## src/design/mlpq_pkg.sv

```systemverilog
`default_nettype none
// ----------------------------------------------------------------------------
// mlpq_pkg
// Shared types and codes for the multi-level priority queue.
// ----------------------------------------------------------------------------
package mlpq_pkg;

    typedef logic               t_req_type;
    typedef logic        [1:0]  t_level;
    typedef logic signed [31:0] t_word;
    typedef logic        [1:0]  t_status;

    localparam t_req_type REQ_INSERT = 1'b0;
    localparam t_req_type REQ_DELETE = 1'b1;

    localparam t_status ST_OK    = 2'd0;
    localparam t_status ST_FULL  = 2'd1;
    localparam t_status ST_EMPTY = 2'd2;

    // controller -> datapath
    typedef struct packed {
        logic capture;     // latch the accepted request
        logic execute;     // perform insert or delete
        logic load_value;  // move memory read data into the result
    } t_ctrl_cmd;

    // datapath -> controller
    typedef struct packed {
        logic del_hit;     // a delete found a non-empty level
    } t_dp_stat;

endpackage

`default_nettype wire

```

## src/design/mlpq_if.sv

```systemverilog
`default_nettype none
// ----------------------------------------------------------------------------
// mlpq_req_if / mlpq_res_if
// Valid/ready channels for request items and result items.
// ----------------------------------------------------------------------------
interface mlpq_req_if;
    import mlpq_pkg::*;

    logic      valid;
    logic      ready;
    t_req_type req_type;
    t_level    level;
    t_word     value_in;

    modport source (output valid, output req_type, output level, output value_in,
                    input ready);
    modport sink   (input valid, input req_type, input level, input value_in,
                    output ready);
endinterface

interface mlpq_res_if;
    import mlpq_pkg::*;

    logic    valid;
    logic    ready;
    t_status status;
    t_word   value_out;
    t_level  served_level;

    modport source (output valid, output status, output value_out,
                    output served_level, input ready);
    modport sink   (input valid, input status, input value_out,
                    input served_level, output ready);
endinterface

`default_nettype wire

```

## src/design/mlpq_ctrl.sv

```systemverilog
`default_nettype none
// ----------------------------------------------------------------------------
// mlpq_ctrl
// Sequencer: accept, execute, optional memory read, present result.
// ----------------------------------------------------------------------------
module mlpq_ctrl (
    input  wire logic                i_clk,
    input  wire logic                i_rst_n,
    input  wire logic                i_in_valid,
    output logic                     o_in_ready,
    output logic                     o_out_valid,
    input  wire logic                i_out_ready,
    output mlpq_pkg::t_ctrl_cmd      o_cmd,
    input  wire mlpq_pkg::t_dp_stat  i_stat
);
    import mlpq_pkg::*;

    localparam logic [1:0] S_IDLE = 2'd0;
    localparam logic [1:0] S_EXEC = 2'd1;
    localparam logic [1:0] S_READ = 2'd2;
    localparam logic [1:0] S_OUT  = 2'd3;

    logic [1:0] r_state;
    logic [1:0] n_state;

    always_comb begin
        n_state = r_state;
        unique case (r_state)
            S_IDLE: begin
                if (i_in_valid) n_state = S_EXEC;
            end
            S_EXEC: begin
                n_state = i_stat.del_hit ? S_READ : S_OUT;
            end
            S_READ: begin
                n_state = S_OUT;
            end
            S_OUT: begin
                if (i_out_ready) n_state = S_IDLE;
            end
            default: begin
                n_state = S_IDLE;
            end
        endcase
    end

    always_ff @(posedge i_clk) begin
        if (!i_rst_n) begin
            r_state <= S_IDLE;
        end else begin
            r_state <= n_state;
        end
    end

    assign o_in_ready       = (r_state == S_IDLE);
    assign o_out_valid      = (r_state == S_OUT);
    assign o_cmd.capture    = (r_state == S_IDLE) && i_in_valid;
    assign o_cmd.execute    = (r_state == S_EXEC);
    assign o_cmd.load_value = (r_state == S_READ);

endmodule

`default_nettype wire

```

## src/design/mlpq_dp.sv

```systemverilog
`default_nettype none
// ----------------------------------------------------------------------------
// mlpq_dp
// Per-level circular buffers in one shared memory, level priority encoder
// and result registers.
// ----------------------------------------------------------------------------
module mlpq_dp #(
    parameter int LEVELS = 3,
    parameter int DEPTH  = 8
) (
    input  wire logic                 i_clk,
    input  wire logic                 i_rst_n,
    input  wire mlpq_pkg::t_ctrl_cmd  i_cmd,
    output mlpq_pkg::t_dp_stat        o_stat,
    input  wire mlpq_pkg::t_req_type  i_req_type,
    input  wire mlpq_pkg::t_level     i_level,
    input  wire mlpq_pkg::t_word      i_value_in,
    output mlpq_pkg::t_status         o_status,
    output mlpq_pkg::t_word           o_value_out,
    output mlpq_pkg::t_level          o_served_level
);
    import mlpq_pkg::*;

    localparam int LW = (LEVELS > 1) ? $clog2(LEVELS) : 1;
    localparam int PW = $clog2(DEPTH);
    localparam int CW = $clog2(DEPTH + 1);
    localparam int AW = $clog2(LEVELS * DEPTH);
    localparam int ENTRIES = LEVELS * DEPTH;

    // latched request
    t_req_type r_req_type;
    t_level    r_level;
    t_word     r_value_in;

    // per-level queue state
    logic [PW-1:0] r_head  [LEVELS];
    logic [PW-1:0] r_tail  [LEVELS];
    logic [CW-1:0] r_count [LEVELS];

    logic [31:0] r_mem [ENTRIES];
    logic [31:0] r_rd_data;

    t_status r_status;
    t_word   r_value_out;
    t_level  r_served;

    logic [LW-1:0] w_ins_idx;
    logic          w_lvl_ok;
    logic          w_ins_ok;
    logic          w_hit;
    logic [LW-1:0] w_sel;
    logic [AW-1:0] w_wr_addr;
    logic [AW-1:0] w_rd_addr;
    logic          w_is_del;
    logic          w_inv_bad;

    function automatic logic [PW-1:0] next_slot(input logic [PW-1:0] p);
        return (p == PW'(DEPTH - 1)) ? '0 : p + 1'b1;
    endfunction

    assign w_is_del  = (r_req_type == REQ_DELETE);
    assign w_ins_idx = LW'(r_level);
    assign w_lvl_ok  = (32'(r_level) < 32'(LEVELS));
    assign w_ins_ok  = w_lvl_ok && (r_count[w_ins_idx] != CW'(DEPTH));

    // lowest-numbered non-empty level wins
    always_comb begin
        w_hit = 1'b0;
        w_sel = '0;
        for (int i = LEVELS - 1; i >= 0; i--) begin
            if (r_count[i] != '0) begin
                w_hit = 1'b1;
                w_sel = LW'(i);
            end
        end
    end

    assign w_wr_addr = AW'(32'(w_ins_idx) * DEPTH + 32'(r_tail[w_ins_idx]));
    assign w_rd_addr = AW'(32'(w_sel) * DEPTH + 32'(r_head[w_sel]));

    assign o_stat.del_hit = w_is_del && w_hit;

    always_ff @(posedge i_clk) begin
        if (i_cmd.capture) begin
            r_req_type <= i_req_type;
            r_level    <= i_level;
            r_value_in <= i_value_in;
        end
    end

    always_ff @(posedge i_clk) begin
        if (!i_rst_n) begin
            for (int i = 0; i < LEVELS; i++) begin
                r_head[i]  <= '0;
                r_tail[i]  <= '0;
                r_count[i] <= '0;
            end
        end else if (i_cmd.execute) begin
            if (!w_is_del) begin
                if (w_ins_ok) begin
                    r_tail[w_ins_idx]  <= next_slot(r_tail[w_ins_idx]);
                    r_count[w_ins_idx] <= r_count[w_ins_idx] + 1'b1;
                end
            end else if (w_hit) begin
                r_head[w_sel]  <= next_slot(r_head[w_sel]);
                r_count[w_sel] <= r_count[w_sel] - 1'b1;
            end
        end
    end

    always_ff @(posedge i_clk) begin
        if (i_cmd.execute && !w_is_del && w_ins_ok) begin
            r_mem[w_wr_addr] <= r_value_in;
        end
        if (i_cmd.execute && w_is_del) begin
            r_rd_data <= r_mem[w_rd_addr];
        end
    end

    always_ff @(posedge i_clk) begin
        if (i_cmd.execute) begin
            r_value_out <= '0;
            r_served    <= '0;
            if (!w_is_del) begin
                r_status <= w_ins_ok ? ST_OK : ST_FULL;
            end else if (w_hit) begin
                r_status <= ST_OK;
                r_served <= 2'(w_sel);
            end else begin
                r_status <= ST_EMPTY;
            end
        end else if (i_cmd.load_value) begin
            r_value_out <= r_rd_data;
        end
    end

    assign o_status       = r_status;
    assign o_value_out    = r_value_out;
    assign o_served_level = r_served;

    // queue invariants: count within depth, tail = head + count (mod depth)
    always_comb begin
        logic [31:0] sum;
        w_inv_bad = 1'b0;
        for (int i = 0; i < LEVELS; i++) begin
            sum = 32'(r_head[i]) + 32'(r_count[i]);
            if (sum >= 32'(DEPTH)) sum = sum - 32'(DEPTH);
            if (32'(r_count[i]) > 32'(DEPTH) || sum != 32'(r_tail[i])) begin
                w_inv_bad = 1'b1;
            end
        end
    end

`ifndef SYNTHESIS
    a_queue_invariant: assert property (@(posedge i_clk) disable iff (!i_rst_n)
        !w_inv_bad)
        else $error("level count and pointers disagree");

    a_full_result_clean: assert property (@(posedge i_clk) disable iff (!i_rst_n)
        (i_cmd.execute && !w_is_del) |=> (r_value_out == '0 && r_served == '0))
        else $error("insert result carries value or level");

    a_hit_takes_one: assert property (@(posedge i_clk) disable iff (!i_rst_n)
        (i_cmd.execute && w_is_del && w_hit) |=>
            (r_count[$past(w_sel)] == $past(r_count[w_sel]) - 1'b1))
        else $error("delete did not remove exactly one entry");

    a_empty_means_all_empty: assert property (@(posedge i_clk) disable iff (!i_rst_n)
        (i_cmd.execute && w_is_del && !w_hit) |=> (r_status == ST_EMPTY))
        else $error("empty delete reported wrong status");
`endif

endmodule

`default_nettype wire

```

## src/design/multi_level_priority_queue.sv

```systemverilog
`default_nettype none
// ----------------------------------------------------------------------------
// multi_level_priority_queue
// Strict-priority queue: one circular FIFO per level, level 0 served first.
//
//  channel | dir | payload                              | handshake
//  i_req   | in  | req_type, level, value_in            | valid/ready
//  o_res   | out | status, value_out, served_level      | valid/ready
//
// An accepted item is latched, executed in the EXEC state and its result is
// presented in the OUT state; an insert or an empty delete goes from EXEC
// straight to OUT. A delete that finds an entry passes through the READ state
// for the registered read of the shared entry memory. A result waits in OUT.
// One item is in flight at a time; i_req.ready stays low until o_res is taken.
// Synchronous active-low reset clears pointers and counts; entry memory is
// not cleared, and read data reaches o_res only where the count says it was written.
// ----------------------------------------------------------------------------
module multi_level_priority_queue #(
    parameter int LEVELS = 3,
    parameter int DEPTH  = 8
) (
    input  wire logic   i_clk,
    input  wire logic   i_rst_n,
    mlpq_req_if.sink    i_req,
    mlpq_res_if.source  o_res
);
    import mlpq_pkg::*;

    t_ctrl_cmd w_cmd;
    t_dp_stat  w_stat;

    mlpq_ctrl u_ctrl (
        .i_clk       (i_clk),
        .i_rst_n     (i_rst_n),
        .i_in_valid  (i_req.valid),
        .o_in_ready  (i_req.ready),
        .o_out_valid (o_res.valid),
        .i_out_ready (o_res.ready),
        .o_cmd       (w_cmd),
        .i_stat      (w_stat)
    );

    mlpq_dp #(
        .LEVELS (LEVELS),
        .DEPTH  (DEPTH)
    ) u_dp (
        .i_clk          (i_clk),
        .i_rst_n        (i_rst_n),
        .i_cmd          (w_cmd),
        .o_stat         (w_stat),
        .i_req_type     (i_req.req_type),
        .i_level        (i_req.level),
        .i_value_in     (i_req.value_in),
        .o_status       (o_res.status),
        .o_value_out    (o_res.value_out),
        .o_served_level (o_res.served_level)
    );

endmodule

`default_nettype wire
```

## src/flat_wrapper.sv

```systemverilog
// flat-port wrapper written by rule: the top's interface ports become plain ports
module multi_level_priority_queue_flat import mlpq_pkg::*;
#(
    parameter int LEVELS = 3,
    parameter int DEPTH  = 8
)
  (i_clk, i_rst_n, i_req_valid, i_req_req_type, i_req_level, i_req_value_in, i_req_ready, o_res_valid, o_res_status, o_res_value_out, o_res_served_level, o_res_ready);
  mlpq_req_if i_req_i ();
  mlpq_res_if o_res_i ();
  input  wire logic i_clk;
  input  wire logic i_rst_n;
  input wire logic [$bits(i_req_i.valid)-1:0] i_req_valid;
  input wire logic [$bits(i_req_i.req_type)-1:0] i_req_req_type;
  input wire logic [$bits(i_req_i.level)-1:0] i_req_level;
  input wire logic [$bits(i_req_i.value_in)-1:0] i_req_value_in;
  output wire logic [$bits(i_req_i.ready)-1:0] i_req_ready;
  output wire logic [$bits(o_res_i.valid)-1:0] o_res_valid;
  output wire logic [$bits(o_res_i.status)-1:0] o_res_status;
  output wire logic [$bits(o_res_i.value_out)-1:0] o_res_value_out;
  output wire logic [$bits(o_res_i.served_level)-1:0] o_res_served_level;
  input wire logic [$bits(o_res_i.ready)-1:0] o_res_ready;
  assign i_req_i.valid = i_req_valid;
  assign i_req_i.req_type = i_req_req_type;
  assign i_req_i.level = i_req_level;
  assign i_req_i.value_in = i_req_value_in;
  assign i_req_ready = i_req_i.ready;
  assign o_res_valid = o_res_i.valid;
  assign o_res_status = o_res_i.status;
  assign o_res_value_out = o_res_i.value_out;
  assign o_res_served_level = o_res_i.served_level;
  assign o_res_i.ready = o_res_ready;
  multi_level_priority_queue #(.LEVELS(LEVELS), .DEPTH(DEPTH)) u_core (.i_clk(i_clk), .i_rst_n(i_rst_n), .i_req(i_req_i), .o_res(o_res_i));
endmodule
```

## config.mk

```make
export PLATFORM = sky130hd
export DESIGN_NAME = multi_level_priority_queue_flat
export DESIGN_NICKNAME = d
export VERILOG_FILES = /design/src/design/mlpq_pkg.sv /design/src/design/mlpq_if.sv /design/src/design/mlpq_ctrl.sv /design/src/design/mlpq_dp.sv /design/src/design/multi_level_priority_queue.sv /design/src/flat_wrapper.sv
export SDC_FILE = /design/constraint.sdc
export NUM_CORES = 1
export LEC_CHECK = 0
export BUFFER_PORTS_ARGS = -buffer_cell sky130_fd_sc_hd__buf_2
export CORE_UTILIZATION = 62
export DETAILED_ROUTE_END_ITERATION = 7
export GPL_TIMING_DRIVEN = 0
export PLACE_DENSITY = 0.79
export SKIP_CTS_REPAIR_TIMING = 1
export SLEW_MARGIN = 30
export SYNTH_ARGS = -nofsm -noshare
export SYNTH_HDL_FRONTEND = slang
export SYNTH_SLANG_ARGS = --single-unit
```

## constraint.sdc

```tcl
create_clock -name i_clk -period 5.25 [get_ports i_clk]
set_clock_uncertainty 0.05 [all_clocks]
set_input_delay 1.05 -clock i_clk [delete_from_list [all_inputs] [get_ports i_clk]]
set_output_delay 1.05 -clock i_clk [all_outputs]
set_load 0.02 [all_outputs]
```

==> reports/qor.yml <==
status: "finished, violations left"
violations: "DRC"
critical_path.max_fanout: 10
rows: 87
synth.most_common_cell: "edfxtp_1"
synthTopCellsByCount: "876 x edfxtp_1, 161 x mux2i_1, 132 x nand4_1"
syn_inst: 2012
vias_per_cell: 6.94
track_usage_pct: 31.1
cp-endpoint: "u_core.u_dp.r_rd_data[31]"
dieArea_mm2: 0.0588
core_mm2: 0.0567
timing.slew.headroom_pct: 32.7
yosys_warnings: 0
n_fill_cell: 3153
numClockSinks: 912
whs_ps: 435
crit_required_ps: 5530
p_leak_nw: 13.5
cp-start-kind: "register"
synth-main-ff-cell: "edfxtp_1"
layout-drive-gt1-share_pct: 16.7
finalHoldViolations: 0
htreeDepth: 3
ys_async_sr_fraction_pct: 0
power-per-cell-area_mw_per_mm2: 446
cp.arrival_ps: 5380
gr-total-overflow: 0
ys_types: 51
dr.pass1.iters: 8
cts_buffer_depth: 3
synthMuxAreaShare_pct: 10.0
grt_pass1_wl_mm: 134
dp_hpwl_mm: 59.1
die_h_um: 242
grt_max_degree: 33
synth_top_family_by_area: "multiplexers"
post-route-min-period_ps: 5100
drc: 5
area_delta_synth_final_pct: 15.2
avgSynthCellArea_um2: 17.8
crit_family: "simple AND/OR/NAND/NOR gates"
synth-simple-area-share_pct: 4.41
die_width_um: 242
crit_path_end_kind: "register"
crit_chain: "nor4_2 > nand4_1 > nand4_1 > clkbuf_1 > clkbuf_1 > mux4_2 > a22oi_1 > nand4_1"
numPortBuffers: 76
start_util_pct: 63.2
tightest_slew_ps: 1010
rr_startpoint: "u_core.u_dp.r_count[0][0]"
cpMostUsedCell: "nand4_1"
gp_congestion: 0.891
fmax_mhz: 196
antenna_found_initial: 0
place_area_mm2: 0.0384
critPathBufInv: 2
final_max_slew_viol_count: 0
final_area_mm2: 0.0413
drt-initial-drc-count: 3056
startpoint: "u_core.u_dp.r_count[0][0]"
rr_endpoint: "u_core.u_dp.r_rd_data[31]"
cap_violations: 0
synth_edf_count: 876
layout_worst_path_cycle_share_pct: 97.2
regToRegSetupSlack_ps: 150
cts_tree: "yes"
min_from: "u_core.u_dp.r_rd_data[6]"
synth_top_area_cell: "edfxtp_1"
ys_seq_area_share_pct: 75.4
rr_worst_depth: 8
synth_compound_area_share_pct: 7.70
min_path_type: "register to register"
synth_top_area_share_pct: 73.4
ant_nets: 0
routedWlPerCell_um: 29.7
wirelength_mm: 90.9
cp_slowest_cell: "nor4_2"
critical_path_depth: 8
cts_buffers: 90
ir_drop_mv: 0.369
max_stage_delay_ps: 860
ys_ff_latch: 912
synth.area.top_cells: "edfxtp_1 73%, mux2i_1 4.5%, mux4_2 4.5%, nand4_1 2.3%, dfxtp_1 2.0%"
clkLatencyLatePin_ps: 650
synthAdderAreaFrac_pct: 0.454
ios: 77
clkTransAtPathRegs_ps: 60
critical_path_class: "register to register"
root_buffer: "clkbuf_16"
syn_area_mm2: 0.0358
vias: 21200
grt_pass1_vias: 21000
nets: 2277
synth_xor_area_share_pct: 0.0978
rsz0062_at_grt: "no"
setup_violations: 0
cells by family after synthesis:
kind of cell | count (synthesis)
flip-flops | 912
multiplexers | 266
AND/OR/NAND/NOR | 297
other | 1
AO/OA/AOI/OAI | 349
buffers and inverters | 170
XOR/XNOR | 4
adder cells (fa/ha/maj) | 13
power by group:
part	total (mW)	switching, mW	leakage (nW)	internal (mW)
logic	2.90	1.90	3.85	1.00
registers	9.24	0.490	8.24	8.75
clock network	6.25	2.70	1.39	3.55
total	18.4	5.09	13.5	13.3
how the worst min path moves through the flow:
| stage | slack [ps] | to | cells past startpoint |
|---|---|---|---|
| after floorplan | 410 | u_core.u_dp.o_value_out[0] | 2 |
| after CTS | 440 | u_core.u_dp.o_value_out[6] | 2 |
| after global routing | 460 | u_core.u_dp.o_value_out[9] | 2 |
| after global placement | 410 | u_core.u_dp.o_value_out[3] | 2 |
| final | 440 | u_core.u_dp.o_value_out[6] | 2 |
| after detailed placement | 420 | u_core.u_dp.o_value_out[6] | 2 |
area by class of cell:
class	count	area [um2]	area share, %
sequential	912	27000	65.5
multi-input combinational	936	8350	20.2
clock buffer	115	2370	5.74
timing repair buffer	115	1410	3.43
tap	756	946	2.29
buffer	153	616	1.49
clock inverter	52	474	1.15
inverter	17	66.3	0.161
antenna	2	5.00	0.0121
sequential cells by signal (all words and copies together) (netlist names), 9 cells and up, named ones only:
register	flops
u_core.u_dp.r_value_in	32
u_core.u_dp.r_head	9
u_core.u_dp.r_mem	768
u_core.u_dp.r_count	16
u_core.u_dp.o_value_out	32
u_core.u_dp.r_rd_data	32
u_core.u_dp.r_tail	12
through the flow:
step | std cells | total power [mW] | TNS, ps | utilization [%] | worst slack (ps)
2_1_floorplan | 2018 | 11.0 | 0 | - | 1510
3_3_place_gp | 2850 | 12.0 | -176760 | 65.6 | -412
3_5_place_dp | 2889 | 12.2 | 0 | 67.7 | 292
4_1_cts | 3056 | 18.4 | 0 | 72.7 | 342
5_1_grt | 3056 | 18.9 | 0 | 72.8 | 52.2
6_report | 3058 | 18.4 | 0 | 72.8 | 148
placed cells by master (no fill, tap or decap), drive strengths merged, types with 6 or more instances in the layout:
cell	instances
a2111oi	33
a211oi	96
a21oi	10
a22oi	32
and2	8
and3	7
buf	154
bufinv	7
clkbuf	229
clkinv	37
conb	7
dfxtp	36
edfxtp	876
ha	13
inv	22
mux2	34
mux2i	161
mux4	71
nand2	28
nand3	11
nand4	132
nor2	88
nor2b	6
o22a	64
o31ai	96
metal layers:
layer	GRT usage (%)	up-vias	share of wire (%)	routed length, um
met5	0	-	0	0
met4	11.9	0	3.7	3360
met3	6.88	246	11	9870
met2	49.7	1522	48	44000
met1	42.4	10700	37	33700
li1	-	8748	-	-
tightest hold or removal path, stage by stage (launching register included):
cell,delay (ps)
edfxtp_1,320
mux2i_1,60
nor2_1,70
(Power assumes the default switching activity.)
